### src/rtl/core/kett_pkg.sv
// shared types and constants of the keyed expiry timer table
package kett_pkg;

  localparam int ENTRIES = 16;
  localparam int IDX_W   = (ENTRIES > 1) ? $clog2(ENTRIES) : 1;
  localparam int TICK_W  = 16;
  localparam int KEY_W   = 16;

  typedef enum logic [1:0] {
    OP_TICK  = 2'd0,
    OP_ADD   = 2'd1,
    OP_QUERY = 2'd2,
    OP_CLEAR = 2'd3
  } opcode_t;

  typedef struct packed {
    opcode_t            opcode;
    logic [KEY_W-1:0]   timer_key;
    logic [TICK_W-1:0]  elapsed_ticks;
    logic [TICK_W-1:0]  duration;
    logic [TICK_W-1:0]  start_ticks;
  } item_t;

  typedef struct packed {
    logic               accepted;
    logic               found;
    logic               table_full;
    logic [TICK_W-1:0]  accumulated;
    logic [TICK_W-1:0]  entry_duration;
  } result_t;

  typedef struct packed {
    logic [KEY_W-1:0]   key;
    logic [TICK_W-1:0]  acc;
    logic [TICK_W-1:0]  limit;
  } entry_t;

  localparam int ENTRY_W = $bits(entry_t);

  typedef struct packed {
    logic               load;
    logic               rd_en;
    logic [IDX_W-1:0]   rd_addr;
    logic               commit;
  } cmd_t;

  typedef struct packed {
    logic               out_free;
  } status_t;

endpackage

### src/rtl/core/kett_if.sv
// valid/ready channels for request and result items
interface kett_req_if;
  logic        valid;
  logic        ready;
  logic [1:0]  opcode;
  logic [15:0] timer_key;
  logic [15:0] elapsed_ticks;
  logic [15:0] duration;
  logic [15:0] start_ticks;

  modport source (output valid, output opcode, output timer_key, output elapsed_ticks,
                  output duration, output start_ticks, input ready);
  modport sink   (input valid, input opcode, input timer_key, input elapsed_ticks,
                  input duration, input start_ticks, output ready);
endinterface

interface kett_rsp_if;
  logic        valid;
  logic        ready;
  logic        accepted;
  logic        found;
  logic        table_full;
  logic [15:0] accumulated;
  logic [15:0] entry_duration;

  modport source (output valid, output accepted, output found, output table_full,
                  output accumulated, output entry_duration, input ready);
  modport sink   (input valid, input accepted, input found, input table_full,
                  input accumulated, input entry_duration, output ready);
endinterface

### src/rtl/core/kett_ram.sv
// generic single write port, single read port ram with registered read
module kett_ram #(
  parameter int WIDTH = 8,
  parameter int DEPTH = 16
) (
  input  logic                                     clk,
  input  logic                                     we,
  input  logic [((DEPTH > 1) ? $clog2(DEPTH) : 1)-1:0] waddr,
  input  logic [WIDTH-1:0]                         wdata,
  input  logic                                     re,
  input  logic [((DEPTH > 1) ? $clog2(DEPTH) : 1)-1:0] raddr,
  output logic [WIDTH-1:0]                         rdata
);

  logic [WIDTH-1:0] mem [DEPTH];

  always_ff @(posedge clk) begin
    if (we) begin
      mem[waddr] <= wdata;
    end
    if (re) begin
      rdata <= mem[raddr];
    end
  end

endmodule

### src/rtl/core/kett_ctrl.sv
// sequencer: accept, scan every entry, drain the last read, then commit the result item
module kett_ctrl (
  input  logic              clk,
  input  logic              rst,
  input  logic              in_valid,
  output logic              in_ready,
  input  kett_pkg::status_t st,
  output kett_pkg::cmd_t    cmd
);

  typedef enum logic [1:0] {
    S_IDLE,
    S_SCAN,
    S_DRAIN,
    S_COMMIT
  } state_t;

  state_t                     state;
  logic [kett_pkg::IDX_W-1:0] cnt;

  always_ff @(posedge clk) begin
    if (rst) begin
      state <= S_IDLE;
      cnt   <= '0;
    end else begin
      case (state)
        S_IDLE: begin
          if (in_valid) begin
            state <= S_SCAN;
            cnt   <= '0;
          end
        end
        S_SCAN: begin
          cnt <= cnt + 1'b1;
          if (cnt == kett_pkg::IDX_W'(kett_pkg::ENTRIES - 1)) begin
            state <= S_DRAIN;
          end
        end
        S_DRAIN: begin
          state <= S_COMMIT;
        end
        S_COMMIT: begin
          // hold while the previous result item is still waiting
          if (st.out_free) begin
            state <= S_IDLE;
          end
        end
        default: begin
          state <= S_IDLE;
        end
      endcase
    end
  end

  assign in_ready    = (state == S_IDLE);
  assign cmd.load    = (state == S_IDLE) && in_valid;
  assign cmd.rd_en   = (state == S_SCAN);
  assign cmd.rd_addr = cnt;
  assign cmd.commit  = (state == S_COMMIT);

endmodule

### src/rtl/core/kett_dp.sv
// datapath: entry storage, live bits, scan checks, commit and result register
module kett_dp (
  input  logic              clk,
  input  logic              rst,
  input  kett_pkg::cmd_t    cmd,
  output kett_pkg::status_t st,
  input  kett_pkg::item_t   item_in,
  output logic              out_valid,
  input  logic              out_ready,
  output kett_pkg::result_t result
);

  kett_pkg::item_t              item;
  logic [kett_pkg::ENTRIES-1:0] live;

  logic                         chk_valid;
  logic [kett_pkg::IDX_W-1:0]   chk_idx;

  logic                         match_hit;
  logic [kett_pkg::IDX_W-1:0]   match_idx;
  logic                         free_hit;
  logic [kett_pkg::IDX_W-1:0]   free_idx;
  logic [kett_pkg::TICK_W-1:0]  q_acc;
  logic [kett_pkg::TICK_W-1:0]  q_dur;

  kett_pkg::entry_t             rd_entry;
  logic [kett_pkg::ENTRY_W-1:0] rd_data;
  kett_pkg::entry_t             wr_entry;
  logic                         we;
  logic [kett_pkg::IDX_W-1:0]   waddr;

  logic                         chk_live;
  logic                         chk_match;
  logic [kett_pkg::TICK_W:0]    sum;
  logic [kett_pkg::TICK_W-1:0]  sat;
  logic                         is_tick;
  logic                         is_add;
  logic                         commit_fire;
  logic                         add_ok;
  logic                         add_restart;
  logic                         add_insert;
  kett_pkg::result_t            result_next;

  kett_ram #(
    .WIDTH (kett_pkg::ENTRY_W),
    .DEPTH (kett_pkg::ENTRIES)
  ) u_ram (
    .clk   (clk),
    .we    (we),
    .waddr (waddr),
    .wdata (wr_entry),
    .re    (cmd.rd_en),
    .raddr (cmd.rd_addr),
    .rdata (rd_data)
  );

  assign rd_entry    = kett_pkg::entry_t'(rd_data);
  assign is_tick     = (item.opcode == kett_pkg::OP_TICK);
  assign is_add      = (item.opcode == kett_pkg::OP_ADD);
  assign chk_live    = live[chk_idx];
  assign chk_match   = chk_valid && chk_live && (rd_entry.key == item.timer_key);

  // saturating accumulate for the tick
  assign sum = {1'b0, rd_entry.acc} + {1'b0, item.elapsed_ticks};
  assign sat = sum[kett_pkg::TICK_W] ? '1 : sum[kett_pkg::TICK_W-1:0];

  assign st.out_free  = !out_valid || out_ready;
  assign commit_fire  = cmd.commit && st.out_free;
  assign add_ok       = is_add && (item.duration != '0);
  assign add_restart  = add_ok && match_hit;
  assign add_insert   = add_ok && !match_hit && free_hit;

  always_comb begin
    we       = 1'b0;
    waddr    = chk_idx;
    wr_entry = rd_entry;
    if (chk_valid && is_tick && chk_live) begin
      we           = 1'b1;
      wr_entry.acc = sat;
    end else if (commit_fire && add_restart) begin
      we       = 1'b1;
      waddr    = match_idx;
      wr_entry = '{key: item.timer_key, acc: '0, limit: item.duration};
    end else if (commit_fire && add_insert) begin
      we       = 1'b1;
      waddr    = free_idx;
      wr_entry = '{key: item.timer_key, acc: item.start_ticks, limit: item.duration};
    end
  end

  always_ff @(posedge clk) begin
    if (cmd.load) begin
      item <= item_in;
    end
    chk_idx <= cmd.rd_addr;
  end

  always_ff @(posedge clk) begin
    if (rst) begin
      chk_valid <= 1'b0;
    end else begin
      chk_valid <= cmd.rd_en;
    end
  end

  // scan results, reset at the start of each item
  always_ff @(posedge clk) begin
    if (cmd.load) begin
      match_hit <= 1'b0;
      free_hit  <= 1'b0;
      match_idx <= '0;
      free_idx  <= '0;
      q_acc     <= '0;
      q_dur     <= '0;
    end else if (chk_valid) begin
      if (chk_match && !match_hit) begin
        match_hit <= 1'b1;
        match_idx <= chk_idx;
        q_acc     <= rd_entry.acc;
        q_dur     <= rd_entry.limit;
      end
      if (!chk_live && !free_hit) begin
        free_hit <= 1'b1;
        free_idx <= chk_idx;
      end
    end
  end

  always_ff @(posedge clk) begin
    if (rst) begin
      live <= '0;
    end else if (chk_valid && is_tick && chk_live) begin
      if (sat > rd_entry.limit) begin
        live[chk_idx] <= 1'b0;
      end
    end else if (commit_fire) begin
      if (item.opcode == kett_pkg::OP_CLEAR) begin
        live <= '0;
      end else if (add_insert) begin
        live[free_idx] <= 1'b1;
      end
    end
  end

  always_ff @(posedge clk) begin
    if (rst) begin
      out_valid <= 1'b0;
    end else if (commit_fire) begin
      out_valid <= 1'b1;
    end else if (out_ready) begin
      out_valid <= 1'b0;
    end
  end

  always_comb begin
    result_next = '0;
    case (item.opcode)
      kett_pkg::OP_ADD: begin
        result_next.accepted   = add_restart || add_insert;
        result_next.table_full = add_ok && !match_hit && !free_hit;
      end
      kett_pkg::OP_QUERY: begin
        result_next.accepted       = 1'b1;
        result_next.found          = match_hit;
        result_next.accumulated    = match_hit ? q_acc : '0;
        result_next.entry_duration = match_hit ? q_dur : '0;
      end
      default: begin
        result_next.accepted = 1'b1;
      end
    endcase
  end

  always_ff @(posedge clk) begin
    if (commit_fire) begin
      result <= result_next;
    end
  end

endmodule

### src/rtl/core/keyed_expiry_timer_table.sv
// top level of the keyed expiry timer table
// A table of kett_pkg::ENTRIES timers, each with a 16-bit key, accumulated
// ticks and duration. Requests arrive on req (opcode, timer_key,
// elapsed_ticks, duration, start_ticks) and each request item yields exactly
// one result item on rsp (accepted, found, table_full, accumulated,
// entry_duration). Both channels move an item when valid and ready are high.
// Opcodes: tick, add or restart, query, clear all.
// Every request scans all entries, one ram read per cycle, then passes
// through a drain state and a commit state before req.ready returns, so a new
// request is not taken until the last one is through; the single read port of
// the entry ram sets the pace of the scan. The result item is registered on
// the edge that ends the commit cycle in which the output register is free.
// req.ready is high only while the block is idle. A result waiting in the
// output register does not block the next request; if the receiver still
// holds back when the next result is due, the block waits in its commit
// cycle until the output register frees up.
// Synchronous reset empties the table (all live bits clear) and drops any
// pending result; entry contents are left as they were.
module keyed_expiry_timer_table (
  input  logic    clk,
  input  logic    rst,
  kett_req_if.sink   req,
  kett_rsp_if.source rsp
);

  kett_pkg::cmd_t    cmd;
  kett_pkg::status_t st;
  kett_pkg::item_t   item_in;
  kett_pkg::result_t result;
  logic              in_ready;
  logic              out_valid;

  assign item_in.opcode        = kett_pkg::opcode_t'(req.opcode);
  assign item_in.timer_key     = req.timer_key;
  assign item_in.elapsed_ticks = req.elapsed_ticks;
  assign item_in.duration      = req.duration;
  assign item_in.start_ticks   = req.start_ticks;
  assign req.ready             = in_ready;

  kett_ctrl u_ctrl (
    .clk      (clk),
    .rst      (rst),
    .in_valid (req.valid),
    .in_ready (in_ready),
    .st       (st),
    .cmd      (cmd)
  );

  kett_dp u_dp (
    .clk       (clk),
    .rst       (rst),
    .cmd       (cmd),
    .st        (st),
    .item_in   (item_in),
    .out_valid (out_valid),
    .out_ready (rsp.ready),
    .result    (result)
  );

  assign rsp.valid          = out_valid;
  assign rsp.accepted       = result.accepted;
  assign rsp.found          = result.found;
  assign rsp.table_full     = result.table_full;
  assign rsp.accumulated    = result.accumulated;
  assign rsp.entry_duration = result.entry_duration;

endmodule

### src/flat_wrapper.sv
// flat-port wrapper written by rule: the top's interface ports become plain ports
module keyed_expiry_timer_table_flat 
  (clk, rst, req_valid, req_opcode, req_timer_key, req_elapsed_ticks, req_duration, req_start_ticks, req_ready, rsp_valid, rsp_accepted, rsp_found, rsp_table_full, rsp_accumulated, rsp_entry_duration, rsp_ready);
  kett_req_if req_i ();
  kett_rsp_if rsp_i ();
  input  logic clk;
  input  logic rst;
  input wire logic [$bits(req_i.valid)-1:0] req_valid;
  input wire logic [$bits(req_i.opcode)-1:0] req_opcode;
  input wire logic [$bits(req_i.timer_key)-1:0] req_timer_key;
  input wire logic [$bits(req_i.elapsed_ticks)-1:0] req_elapsed_ticks;
  input wire logic [$bits(req_i.duration)-1:0] req_duration;
  input wire logic [$bits(req_i.start_ticks)-1:0] req_start_ticks;
  output wire logic [$bits(req_i.ready)-1:0] req_ready;
  output wire logic [$bits(rsp_i.valid)-1:0] rsp_valid;
  output wire logic [$bits(rsp_i.accepted)-1:0] rsp_accepted;
  output wire logic [$bits(rsp_i.found)-1:0] rsp_found;
  output wire logic [$bits(rsp_i.table_full)-1:0] rsp_table_full;
  output wire logic [$bits(rsp_i.accumulated)-1:0] rsp_accumulated;
  output wire logic [$bits(rsp_i.entry_duration)-1:0] rsp_entry_duration;
  input wire logic [$bits(rsp_i.ready)-1:0] rsp_ready;
  assign req_i.valid = req_valid;
  assign req_i.opcode = req_opcode;
  assign req_i.timer_key = req_timer_key;
  assign req_i.elapsed_ticks = req_elapsed_ticks;
  assign req_i.duration = req_duration;
  assign req_i.start_ticks = req_start_ticks;
  assign req_ready = req_i.ready;
  assign rsp_valid = rsp_i.valid;
  assign rsp_accepted = rsp_i.accepted;
  assign rsp_found = rsp_i.found;
  assign rsp_table_full = rsp_i.table_full;
  assign rsp_accumulated = rsp_i.accumulated;
  assign rsp_entry_duration = rsp_i.entry_duration;
  assign rsp_i.ready = rsp_ready;
  keyed_expiry_timer_table u_core (.clk(clk), .rst(rst), .req(req_i), .rsp(rsp_i));
endmodule
### config.mk
export PLATFORM = sky130hd
export DESIGN_NAME = keyed_expiry_timer_table_flat
export DESIGN_NICKNAME = d
export VERILOG_FILES = /design/src/rtl/core/kett_pkg.sv /design/src/rtl/core/kett_if.sv /design/src/rtl/core/kett_ram.sv /design/src/rtl/core/kett_ctrl.sv /design/src/rtl/core/kett_dp.sv /design/src/rtl/core/keyed_expiry_timer_table.sv /design/src/flat_wrapper.sv
export SDC_FILE = /design/constraint.sdc
export NUM_CORES = 1
export LEC_CHECK = 0
export ABC_CLOCK_PERIOD_IN_PS = 16900
export CORE_UTILIZATION = 61
export CTS_BUF_LIST = sky130_fd_sc_hd__clkbuf_4 sky130_fd_sc_hd__clkbuf_8
export DETAILED_ROUTE_END_ITERATION = 8
export DONT_BUFFER_PORTS = 1
export PLACE_DENSITY = 0.73
export RECOVER_POWER = 50
export SLEW_MARGIN = 20
export SYNTH_ARGS = -nofsm -noshare
export SYNTH_HDL_FRONTEND = slang
export SYNTH_SLANG_ARGS = --single-unit
### constraint.sdc
create_clock -name clk -period 16.9 [get_ports clk]
set_clock_uncertainty 0.15 [all_clocks]
set_input_delay 0.845 -clock clk [delete_from_list [all_inputs] [get_ports clk]]
set_output_delay 0.845 -clock clk [all_outputs]
set_load 0.02 [all_outputs]
After elaboration in Yosys (flattened, before gate mapping). Memories as Yosys holds them, arrays and structs flattened. A register that Yosys moved wholly into a read port is not among the register bits. Index checks and enable logic that the tools add are counted. Widths: inputs -> output; s select.

Memory bits (writable): 768. Bits of input ports: 70. Memories kept: 1. Register bits: 171.

Equality and inequality tests: 12. Add/subtract/negate cells: 2. Reductions and logical operators: 36. Bitwise gates (word level): 3. Muxes and demuxes: 33. Order comparisons: 5.

Memories: u_core.u_dp.u_ram.mem (words 16, bits a word 48, rd ports 1, clocked after Yosys merged registers in 1, wr ports 1, RTL line kett_ram.sv:15) `logic [WIDTH-1:0] mem [DEPTH];`.

Operator list (number): $mux 16 (9); $mux 48 (2); $add 16x16->17 (1); $logic_and 1x1->1 (17); $and 16x16->16 (1); $eq 16x16->1 (1); $gt 16x16->1 (1); $mux 4 (4); $not 16->16 (1); $or 16x16->16 (1); $reduce_bool 16->1 (1); $lt 4x5->1 const B (2); $mux 1 (10); $demux 1 s4 (2); $eq 2x2->1 const B (4); $ge 4x1->1 const B (2); $pmux 2 s4 (1); $pmux 4 s2 (1); $reduce_and 2->1 (4); $mux 2 (3); $ne 2x1->1 const B (3); $reduce_and 3->1 (2); $reduce_bool 2->1 (3); $add 4x1->4 const B (1); 8 further kinds (14).

Depth between registers and ports, before layout.
Word-level depth: 10. Mapped depth: 16. Depth with buffers taken out: 15.

By module. A second synthesis with hierarchy kept.

Cell total of the unflattened synthesis: 2081. Area, all modules: 38893.6 sq um.

By module, submodules not included: kett_ram (area each 30175.2 sq um, times used 1, cells an instance 1242); kett_dp (area each 8330.5 sq um, times used 1, cells an instance 797); kett_ctrl (area each 387.9 sq um, times used 1, cells an instance 42).

Least setup slack after synthesis. No wires, ideal clock.

Kind: input -> register. From: in rsp_ready. To: mem u_core.u_dp.u_ram.mem[4][0] (netlist bit) (enable). Stages: 6. Data required time: 16.296 ns. Setup time: 0.454 ns. Path buffers: 0. Data arrival time: 5.871 ns. Slack: 10.425 ns. Cell sequence: nor2b_1 -> nor2b_1 -> nand3_1 -> a22o_1 -> or2_2 -> nor2_1.

Word-level cells in the longest chain between the ends: 8.

Ends and longest elaborated chain: start, declared (RTL line flat_wrapper.sv:21) `input wire logic [$bits(rsp_i.ready)-1:0] rsp_ready;`; $logic_or 1x1->1 (*) (RTL line kett_dp.sv:67) `assign st.out_free = !out_valid || out_ready;`; $logic_and 1x1->1 (*) (RTL line kett_dp.sv:68) `assign commit_fire = cmd.commit && st.out_free;`; named net u_core.u_dp.commit_fire (RTL line kett_dp.sv:38) `logic commit_fire;`; $logic_and 1x1->1 (RTL line kett_dp.sv:84) `end else if (commit_fire && add_insert) begin`; $mux 1 (RTL line kett_dp.sv:84); $mux 1 (RTL line kett_dp.sv:80) `end else if (commit_fire && add_restart) begin`; $mux 1 (RTL line kett_dp.sv:77) `if (chk_valid && is_tick && chk_live) begin`; $mux 1 (RTL line kett_ram.sv:18) `if (we) begin`; $mux 1 (not written as such) (RTL line kett_ram.sv:19) `mem[waddr] <= wdata;`; end, declared (RTL line kett_ram.sv:15).

Mark *: on every way through the listed nets, which the timed path passes. The rest lies on a longest branch.

==> results.py <==
metrics = {
    "run_status": {
        "status": "finished with violations",
        "violations": "capacitance limit, slew limit",
    },
    "logic_synthesis": {
        "syn-cell-area_mm2": 0.03883,
        "ys.flop_type": "edfxtp_1",
        "syn_area_per_cell_um2": 20.29,
        "synth_most_common_cell": "edfxtp_1",
        "ys_seq_area_share_pct": 74.52,
        "synth-edff-count": 917,
        "synth_top_cell_by_area": "edfxtp_1",
        "synthDistinctLibCells": 63,
        "syn_inst": 1914,
        "synth_seq_cells": 987,
        "synth_common_cells": "edfxtp_1, mux4_2, nor2_1",
        "async_flop_share_pct": 0,
        "synth_area_leaders": "edfxtp_1, mux4_2, dfxtp_1, mux2i_1, ha_1",
        "yosys_warnings": 0,
        "syn_nets": 2022,
        "synth_top_area_share_pct": 70.91,
    },
    "finish": {
        "fin_nets": 2178,
        "drive_gt1_share_pct": 25.00,
        "fin_util_pct": 69.24,
        "syn2layout_area_growth_pct": 12.27,
    },
    "setup_path": {
        "rr_worst_depth": 3,
        "cp_max_fo": 154,
        "cp-end-kind": "register",
        "r2r-start": "u_core.u_ctrl.cnt[1]",
        "critPathRequiredTime_ns": 17.35,
        "timing.rr.end": "u_core.u_dp.u_ram.rdata[27]",
        "rrSetupSlack_ns": 7.23,
        "critPathLaunchType": "register",
        "crit_arrival_ns": 10.12,
        "critical_path_class": "register to register",
    },
    "floorplan": {
        "start_util_pct": 61.67,
        "coreArea_mm2": 0.06297,
        "ios": 107,
        "fp.dieH_um": 254.3,
        "die-area_mm2": 0.06467,
        "rows": 92,
        "die_w_um": 254.3,
    },
    "pwr": {
        "leakage_uw": 0.01358,
        "pwr-share-clk_pct": 31.4,
        "pwr-share-comb_pct": 19.0,
        "power_switching_uw": 1723,
        "swShare_pct": 27.37,
        "internal_power_uw": 4572,
        "power.share.sequential_pct": 49.6,
        "power.density_mw_per_mm2": 144.4,
        "finalPower_uw": 6295,
        "peakVddDrop_uv": 138.0,
    },
    "global_routing": {
        "antenna_found_initial": 2,
        "grt_pass1_vias": 19990,
        "track_usage_pct": 27.57,
        "grt_pass1_wl_um": 127300,
        "overflow": 0,
        "grt_max_degree": 155,
    },
    "drt": {
        "drc_errors": 0,
        "dr.pass1.iters": 5,
        "routed_via_density": 6.408,
        "route.antenna.remaining_nets": 0,
        "routedWlPerCell_um": 28.21,
        "wl_um": 85640,
        "vias": 19450,
        "drt_iter0_markers": 2138,
    },
    "placed_design": {
        "routabilityCongestion": 0.8680,
        "hpwl_um": 44910,
        "io_buffers": 0,
    },
    "min_path": {
        "holdPathStages": 3,
        "hold_path.class": "input pin to register",
        "whs_endpoint": "u_core.u_dp.out_valid",
        "min_from": "rsp_ready",
    },
    "sta": {
        "rsz0062_at_grt": "no",
        "worstMarginPinSlew_ns": 9.693,
        "hold_viol_final": 0,
        "drv_slew": 582,
        "min_period_ns": 9.670,
        "max-slew-margin-rel_pct": -546.2,
        "finalSetupTns_ns": 0,
        "min_period_over_period_pct": 57.22,
        "setup_viol": 0,
        "fmax_mhz": 103.4,
    },
    "clock_tree": {
        "post_cts_buffers": 0,
        "post_cts_resize_count": 0,
        "htree_num_levels": 4,
        "clk_latency_ns": 0.78,
        "clockBufferDepth": 3,
        "numClockSinks": 987,
        "clockRootBuffer": "clkbuf_8",
        "clkTransAtPathRegs_ns": 0.06,
        "cts_buffers": 153,
        "cts_tree": "built",
        "hold_buffers": 67,
    },
    "flow_run": {
        "drv_cap": 11,
    },
}
[worst max path at each step]
stage                                 from  slack, ns                           to  cells after the start
2_1_floorplan                    rsp_ready      10.42  u_core.u_dp.u_ram.mem[4][0]                      6
3_3_place_gp   u_core.u_dp.u_ram.rdata[16]      11.69         u_core.u_dp.live[12]                     14
3_5_place_dp   u_core.u_dp.u_ram.rdata[16]      11.57         u_core.u_dp.live[15]                     14
4_1_cts        u_core.u_dp.u_ram.rdata[16]      11.53         u_core.u_dp.live[10]                     14
5_1_grt               u_core.u_ctrl.cnt[1]       6.71  u_core.u_dp.u_ram.rdata[23]                      3
6_report              u_core.u_ctrl.cnt[1]       7.23  u_core.u_dp.u_ram.rdata[27]                      3
[registers in the layout (all words and copies together), names as in the netlist, 2 cells and up]
signal,cells
u_core.u_dp.u_ram.mem,768
u_core.u_dp.item,66
u_core.u_dp.u_ram.rdata,48
u_core.u_dp.result,35
u_core.u_dp.live,16
u_core.u_dp.q_acc,16
u_core.u_dp.q_dur,16
u_core.u_ctrl.cnt,4
u_core.u_dp.chk_idx,4
u_core.u_dp.free_idx,4
u_core.u_dp.match_idx,4
u_core.u_ctrl.state,2
[kinds of logic after synthesis]
family / synth area share (%)
and+or+nand+nor: 3.245
xor gates and xnor gates: 0.5638
DFF: 74.52
adders and majority gates: 1.244
buffers and inverters: 1.318
AOI/OAI and AO/OA: 2.600
muxes: 16.51
[power by group through the flow]
stage	Combinational, µW	Clock, µW	Sequential (µW)
floorplan	845	0	3090
finish	1190	1980	3120
CTS	1170	2010	3110
global placement	1110	0	3160
detailed placement	1150	0	3160
global route	1290	2120	3130
[layer usage]
layer	up-vias	part of all wire [%]	track usage, %
met5	-	0	0
met4	0	2.4	9.036
met3	154	8.5	5.134
met2	984	49	43.04
met1	10140	40	39.96
li1	8176	-	-
[worst max-delay path: stages (launching register included)]
cell and delay [ns]:
dfxtp_4 0.76, clkbuf_1 6.71, mux4_2 1.35, mux4_2 0.35
[per-stage QoR]
| stage | hold slack (ns) | cells | cell area (µm²) | setup slack, ns |
|---|---|---|---|---|
| 3_5_place_dp | 0.2988 | 2694 | 39890 | 11.57 |
| 2_1_floorplan | 0.1790 | 1914 | 38830 | 10.42 |
| 3_3_place_gp | 0.2970 | 2693 | 39870 | 11.69 |
| 6_report | 0.1746 | 3036 | 43600 | 7.230 |
| 5_1_grt | 0.1492 | 3036 | 43600 | 6.707 |
| 4_1_cts | 0.1447 | 3034 | 43620 | 11.53 |
[cell type report]
class / instances / area [µm²]
Clock buffer: 213 / 2644
Sequential cell: 987 / 28950
Fill cell: 3913 / 19370
Antenna cell: 2 / 5.005
Tap cell: 846 / 1059
Multi-Input combinational cell: 805 / 9554
Clock inverter: 60 / 414.1
Inverter: 26 / 97.59
Timing Repair Buffer: 97 / 878.3
[cell usage in the layout (no fill, tap or decap), drive strengths merged, types with 5 or more instances in the layout]
cell type / synthesis / final
edfxtp: 917 / 917
mux4: 245 / 245
clkbuf: 73 / 222
nor2: 99 / 99
dfxtp: 70 / 70
dlygate4sd3: 0 / 67
mux2i: 50 / 50
clkinv: 0 / 48
nand2: 42 / 42
a21oi: 42 / 42
ha: 37 / 37
mux2: 34 / 34
and2: 34 / 34
o21ai: 30 / 30
inv: 26 / 29
buf: 23 / 21
xnor2: 19 / 19
o22ai: 18 / 18
nand2b: 18 / 18
nor3: 12 / 12
nand3: 11 / 11
nor2b: 10 / 10
nand4: 9 / 9
o2bb2ai: 8 / 8
a21o: 7 / 7
nor4: 6 / 6
xor2: 6 / 6
or2: 5 / 5
a22o: 5 / 5
bufinv: 0 / 5
Power figures use the tool's default switching activity.
